--- src/gtb_pkg.sv ---
// shared types and constants for the goertzel tone bank
package gtb_pkg;

    localparam int SAMPLE_W    = 16;
    localparam int COEF_W      = 19;
    localparam int Q_W         = 48;
    localparam int LEN_W       = 11;
    localparam int IHL_W       = 24;
    localparam int CFG_IDX_W   = 3;
    localparam int CFG_DATA_W  = 24;
    localparam int FIDX_W      = 3;
    localparam int MAG_W       = 16;
    localparam int MUL_W       = 33;
    localparam int PROD_W      = 2 * MUL_W;
    localparam int NORM_W      = 30;
    localparam int SHIFT_W     = 5;
    localparam int ACC_W       = 64;
    localparam int ROOT_W      = 32;
    localparam int REM_W       = 35;
    localparam int SQRT_STEPS  = 32;
    localparam int STEP_W      = 5;
    localparam int BANK_MAX    = 5;

    localparam logic [CFG_IDX_W-1:0] CFG_BLOCK_LENGTH = 3'd0;
    localparam logic [CFG_IDX_W-1:0] CFG_INV_HALF_LEN = 3'd1;
    localparam logic [CFG_IDX_W-1:0] CFG_COEF_BASE    = 3'd2;

    localparam logic [LEN_W-1:0] BLOCK_LENGTH_RESET = 11'd800;
    localparam logic [IHL_W-1:0] INV_HALF_LEN_RESET = 24'd41943;
    localparam logic signed [COEF_W-1:0] COEF_RESET [BANK_MAX] = '{
        19'sd86680, 19'sd77042, 19'sd69361, 19'sd58587, 19'sd42456
    };

    typedef enum logic [3:0] {
        S_IDLE,
        S_UPD_LO,
        S_UPD_HI,
        S_UPD_WR,
        S_NLOAD,
        S_NORM,
        S_T,
        S_AA,
        S_BB,
        S_TB,
        S_SQI,
        S_SQ,
        S_SC,
        S_SH,
        S_OUT
    } t_state;

    typedef enum logic [2:0] {
        MUL_LO,
        MUL_HI,
        MUL_T,
        MUL_AA,
        MUL_BB,
        MUL_TB,
        MUL_SCALE
    } t_mul_sel;

    typedef struct packed {
        logic     take_sample;
        t_mul_sel mul_sel;
        logic     lo_capture;
        logic     q_write;
        logic     norm_load;
        logic     norm_shift;
        logic     t_capture;
        logic     acc_load;
        logic     acc_add;
        logic     sqrt_load;
        logic     sqrt_step;
        logic     mag_capture;
        logic     bank_clear;
        logic     count_inc;
    } t_dp_cmd;

    typedef struct packed {
        logic block_end;
        logic norm_fit;
    } t_dp_sts;

endpackage

--- src/gtb_controller.sv ---
// sequencer for resonator updates and per-filter magnitude readout
module gtb_controller #(
    parameter int NUM_FILTERS = 5,
    parameter int FW          = 3
) (
    input  logic              i_clk,
    input  logic              i_rst_n,
    input  logic              i_valid,
    output logic              o_ready,
    output logic              o_valid,
    input  logic              i_ready,
    input  gtb_pkg::t_dp_sts  i_sts,
    output gtb_pkg::t_dp_cmd  o_cmd,
    output logic [FW-1:0]     o_filt
);
    import gtb_pkg::*;

    t_state              r_state, n_state;
    logic [FW-1:0]       r_filt, n_filt;
    logic [STEP_W-1:0]   r_step, n_step;
    logic                filt_last;

    assign filt_last = (32'(r_filt) == NUM_FILTERS - 1);
    assign o_filt    = r_filt;

    always_ff @(posedge i_clk) begin
        if (!i_rst_n) begin
            r_state <= S_IDLE;
            r_filt  <= '0;
            r_step  <= '0;
        end else begin
            r_state <= n_state;
            r_filt  <= n_filt;
            r_step  <= n_step;
        end
    end

    always_comb begin
        n_state = r_state;
        n_filt  = r_filt;
        n_step  = r_step;
        o_cmd   = '0;
        o_cmd.mul_sel = MUL_LO;
        o_ready = 1'b0;
        o_valid = 1'b0;
        unique case (r_state)
            S_IDLE: begin
                o_ready = 1'b1;
                if (i_valid) begin
                    o_cmd.take_sample = 1'b1;
                    n_filt  = '0;
                    n_state = S_UPD_LO;
                end
            end
            S_UPD_LO: begin
                o_cmd.mul_sel = MUL_LO;
                n_state = S_UPD_HI;
            end
            S_UPD_HI: begin
                o_cmd.mul_sel    = MUL_HI;
                o_cmd.lo_capture = 1'b1;
                n_state = S_UPD_WR;
            end
            S_UPD_WR: begin
                o_cmd.q_write = 1'b1;
                if (!filt_last) begin
                    n_filt  = r_filt + 1'b1;
                    n_state = S_UPD_LO;
                end else if (i_sts.block_end) begin
                    n_filt  = '0;
                    n_state = S_NLOAD;
                end else begin
                    o_cmd.count_inc = 1'b1;
                    n_state = S_IDLE;
                end
            end
            S_NLOAD: begin
                o_cmd.norm_load = 1'b1;
                n_state = S_NORM;
            end
            S_NORM: begin
                if (i_sts.norm_fit) begin
                    n_state = S_T;
                end else begin
                    o_cmd.norm_shift = 1'b1;
                end
            end
            S_T: begin
                o_cmd.mul_sel = MUL_T;
                n_state = S_AA;
            end
            S_AA: begin
                o_cmd.mul_sel   = MUL_AA;
                o_cmd.t_capture = 1'b1;
                n_state = S_BB;
            end
            S_BB: begin
                o_cmd.mul_sel  = MUL_BB;
                o_cmd.acc_load = 1'b1;
                n_state = S_TB;
            end
            S_TB: begin
                o_cmd.mul_sel = MUL_TB;
                o_cmd.acc_add = 1'b1;
                n_state = S_SQI;
            end
            S_SQI: begin
                o_cmd.sqrt_load = 1'b1;
                n_step  = '0;
                n_state = S_SQ;
            end
            S_SQ: begin
                o_cmd.sqrt_step = 1'b1;
                n_step = r_step + 1'b1;
                if (32'(r_step) == SQRT_STEPS - 1) begin
                    n_state = S_SC;
                end
            end
            S_SC: begin
                o_cmd.mul_sel = MUL_SCALE;
                n_state = S_SH;
            end
            S_SH: begin
                o_cmd.mag_capture = 1'b1;
                n_state = S_OUT;
            end
            S_OUT: begin
                o_valid = 1'b1;
                if (i_ready) begin
                    if (filt_last) begin
                        o_cmd.bank_clear = 1'b1;
                        n_filt  = '0;
                        n_state = S_IDLE;
                    end else begin
                        n_filt  = r_filt + 1'b1;
                        n_state = S_NLOAD;
                    end
                end
            end
            default: n_state = S_IDLE;
        endcase
    end

endmodule
--- config.mk ---
export PLATFORM = sky130hd
export DESIGN_NAME = gtb_controller
export DESIGN_NICKNAME = d
export VERILOG_FILES = /design/src/gtb_pkg.sv /design/src/gtb_controller.sv
export SDC_FILE = /design/constraint.sdc
export NUM_CORES = 1
export LEC_CHECK = 0
export ABC_AREA = 1
export CAP_MARGIN = 15
export CORE_ASPECT_RATIO = 0.75
export CORE_MARGIN = 8
export CORE_UTILIZATION = 47
export DETAILED_ROUTE_END_ITERATION = 10
export DONT_BUFFER_PORTS = 1
export HOLD_SLACK_MARGIN = 0.06
export SLEW_MARGIN = 20
export SYNTH_ARGS = -nofsm -noshare
export SYNTH_HDL_FRONTEND = slang
export SYNTH_SLANG_ARGS = --single-unit
--- constraint.sdc ---
create_clock -name i_clk -period 1.2 [get_ports i_clk]
set_input_delay 0.24 -clock i_clk [delete_from_list [all_inputs] [get_ports i_clk]]
set_output_delay 0.24 -clock i_clk [all_outputs]
set_load 0.02 [all_outputs]
Yosys cells after proc, flatten, opt, wreduce, memory -nomap -nowiden
Index checks and enable logic that the tools add are counted.
{ "word_totals": {"elab_cells": 68, "output_inout_bits": 21, "mem_bits_rw": 0, "memories": 0, "input_bits": 6, "mem_bits_ro": 0, "latchBits": 0, "register_bits": 12} }
{ "op_classes": {"n_lt_le_gt_ge": 0, "bitwise_logic": 0, "addsub": 2, "mul": 0, "div": 0, "reduce_logical": 5, "n_shift": 0, "n_mux": 37, "eq_ne": 21} }
{ "ops": {"columns": ["op", "count"], "rows": [
  ["$pmux 4 s15", 1],
  ["$eq 4x4->1 const B", 7],
  ["$mux 1", 21],
  ["$mux 3", 7],
  ["$mux 4", 5],
  ["$pmux 3 s6", 1],
  ["$eq 4x3->1 const B", 4],
  ["$pmux 5 s2", 1],
  ["$pmux 3 s3", 1],
  ["$eq 4x2->1 const B", 2],
  ["$ne 2x2->1 const B", 4],
  ["$reduce_and 4->1", 2],
  ["$add 5x1->5 const B", 1],
  ["$eq 5x5->1 const B", 1],
  ["$eq 4x1->1 const B", 1],
  ["$logic_not 4->1", 1],
  ["$add 3x1->3 const B", 1],
  ["$eq 3x3->1 const B", 1],
  ["$ne 3x3->1 const B", 1],
  ["$reduce_bool 3->1", 1],
  ["$reduce_bool 2->1", 1]
]} }

Logic depth before layout (Yosys ltp)
{ "logic_depth": {"word_depth": 4, "depth_mapped": 11, "mapped_depth_nobuf": 10} }

Worst setup path after synthesis
No wires, ideal clock.
{ "synth_timing": {"path_type": "reg-to-output", "startpoint": "reg r_state[1]", "endpoint": "out o_cmd[12] (netlist bit)", "stages_incl_launch_ff": 8, "arrival_ps": 1421, "path_buffers": 1, "path_slack_ps": -461, "cell_sequence": "dfxtp_1 buf_6 inv_2 nor2_2 inv_1 nor3_1 nor2_1 nand2_1"} }
{ "synth_lines": {"columns": ["element", "line", "source"], "rows": [
  ["start, declared", "gtb_controller.sv:18", "t_state r_state, n_state;"],
  ["start signal, assigned", "gtb_controller.sv:32", "r_state <= n_state;"],
  ["end, declared", "gtb_controller.sv:13", "output gtb_pkg::t_dp_cmd o_cmd,"]
]} }

==> run metrics <==
status=finished, violations left; violated checks=setup timing; clk buf depth=2; Core Area=just under 2000 um^2; synthesized area=~950 um^2; register area share after synthesis=around 25%; ratio of cells with drive above 1 in the final layout=72.3%; vias after detailed routing=1269; total track usage=about 17%; CP Max Fanout=5; Yosys reg bits=12; clk_lat worst skew=~280 ps; cells after synthesis=about 150; largest area contributor in the netlist=dfxtp_1; max_cap viols=0; Mapped Nets=between 150 and 200; Yosys Warn Count=0; n_diodes=0; fin crit period=around 1500 ps; CTS root buf=clkbuf_4; Slew HR=between 70% and 80%; VDD IR max=approximately 0.7 mV; Avg Inst Size Synth=roughly 6.5 um^2; global-route wire length before repair=between 4000 and 5000 um; Routed WL=between 4000 and 5000 um; DIE AREA=3720 um^2; Iter 0 DRT Violations=83; Die X=a little under 70 um; # rows=14; Reg clk slew, reported paths=~80 ps; ranking of synthesized cells by area=dfxtp_1 (25%), nand2_1 (11%), inv_1 (8.7%); setup repair after global routing missed its margin=yes; Initial Util=about half; critical path class=register to output port; Arrival @ worst endpoint=between 1000 and 1500 ps; largest net degree at the start of global routing=10; final hold slack=roughly 77 ps; DR DRC count=0; Worst Setup End Kind=output port; Pins Over Slew Limit=0; grt total ovfl=0; Yosys top cell area share=approximately a quarter; drt first pass iters=4; CP required=960 ps; CTS Sinks=12; Via density=a little under 6; PortBufs=0; Hold Crit Class=input port to register; Slew @ Worst Pin=347 ps; Final setup viols=30; DRT antenna net count=0; clk_skew=between 4 and 5 ps; PnR Total Power=1090 uW; gpl congestion=0.866; fin worst setup slack=-339 ps; vias in the first global route=1071; nets=around 210; dpl hpwl=approximately 2200 um; pwr dens=about 630 nW/um^2; routed len/inst=roughly 19 um; Fin. Hold Viols=0; Tcrit/Tclk final=128%; DIE HEIGHT=about 55 um; htree depth=1; initial antenna violation count=0; Netlist cell types=26; Leakage=between 0.0008 and 0.0009 uW; synth-to-layout area growth=83.6%; CTS Buf Count=3; # hold bufs at CTS=0; CTS tree=done; Ports=27; Worst setup SP type=register; highest clock rate=650 MHz
## timing repair
action | in CTS | in global routing
endpoints found under the setup margin | 28 | 30
resized for setup | 50 | 43
buffers inserted | 12 | 9
pin swaps | 20 | 17
## where the power goes
part           switching [uW]  internal (uW)
Clock                     150            185
Sequential               20.7            406
Combinational             207            120
Total                     378            711
## final cells by class
cell class / instances / area (um^2)
inverter: 29 / 149
tap: 24 / 30.0
sequential: 12 / 263
multi-input combinational: 101 / 817
timing repair buffer: 49 / 444
fill: 89 / 223
clock buffer: 4 / 36.3
## cell usage in the layout, fill, tap and decap left out
master | synthesis | routed
inv_4 | 1 | 10
o21ai_2 | 1 | 3
buf_12 | 0 | 1
nor2_4 | 3 | 10
ha_1 | 4 | 1
dfxtp_2 | 0 | 3
a221oi_2 | 0 | 2
o21ai_0 | 9 | 4
buf_4 | 0 | 31
clkbuf_4 | 0 | 3
a21oi_1 | 7 | 4
nor2_2 | 3 | 5
ha_2 | 0 | 1
nand2_2 | 5 | 9
inv_2 | 4 | 10
nor3_4 | 0 | 1
nand3_2 | 2 | 2
nand2_4 | 4 | 12
o21ai_1 | 2 | 3
nand3_4 | 0 | 1
inv_1 | 22 | 5
dfxtp_1 | 12 | 4
nand2_1 | 27 | 15
a21oi_2 | 1 | 4
clkinv_1 | 1 | 1
o21ai_4 | 0 | 2
nor2_1 | 20 | 11
o22ai_4 | 0 | 1
clkinv_4 | 0 | 1
nand3_1 | 4 | 3
nor3_2 | 0 | 2
dfxtp_4 | 0 | 5
buf_6 | 3 | 17
nand4_1 | 2 | 2
clkbuf_8 | 0 | 1
inv_6 | 0 | 2
a31oi_1 | 1 | 1
ha_4 | 0 | 2
## sequential cells by signal (all words and copies together) (netlist names)
signal / flops
r_step: 5
o_filt: 3
r_state: 4
## kinds of logic after synthesis
kind of cell / share of synthesized area (%)
AOI/OAI and AO/OA: 14.5
adders and majority gates: 5.28
buffers and inverters: 15.5
DFF: 25.4
and+or+nand+nor: 39.4
## cells in the mapped netlist
cell      count
nand2_1      27
inv_1        22
nor2_1       20
dfxtp_1      12
o21ai_0       9
a21oi_1       7
nand2_2       5
ha_1          4
inv_2         4
nand2_4       4
nand3_1       4
buf_6         3
nor2_2        3
nor2_4        3
nor3_1        3
a221oi_1      2
nand3_2       2
nand4_1       2
o21ai_1       2
a21oi_2       1
a31oi_1       1
clkinv_1      1
clkinv_2      1
inv_4         1
o21ai_2       1
o22ai_1       1
## metal layers
metal | track usage, % | share of wire (%) | up-vias
met3 | 2.86 | 8.7 | 19
met1 | 18.7 | 37 | 603
li1 | - | - | 560
met5 | 0 | 0 | -
met2 | 31.4 | 50 | 87
met4 | 6.10 | 3.6 | 0
## critical path, stage by stage (launching register included)
cell and delay (ps):
dfxtp_4 410, inv_4 50, nor2_4 130, inv_2 80, nor3_4 160, nor2_2 80, nand2_4 100
## path summary, 6_finish.rpt
path / start / to / slack (ps) / depth (start not counted)
max reg2reg: r_state[1] / r_state[1] / -320 / 9
max: r_state[1] / o_cmd[12] / -340 / 6
min: i_rst_n / o_filt[2] / 80 / 2
min reg2reg: r_step[4] / r_step[4] / 490 / 2
## stage by stage
stage | area (um^2) | worst slack [ps] | util, % | cells | setup TNS (ps)
6_report | 1740 | -339 | 88.6 | 219 | -6890
4_1_cts | 1550 | -283 | 79.0 | 213 | -5470
3_3_place_gp | 1290 | -84.2 | 65.8 | 197 | -626
2_1_floorplan | 1050 | -168 | - | 145 | -288
5_1_grt | 1740 | -409 | 88.6 | 219 | -8040
3_5_place_dp | 1290 | -136 | 65.8 | 197 | -1340
Power figures use the tool's default switching activity.
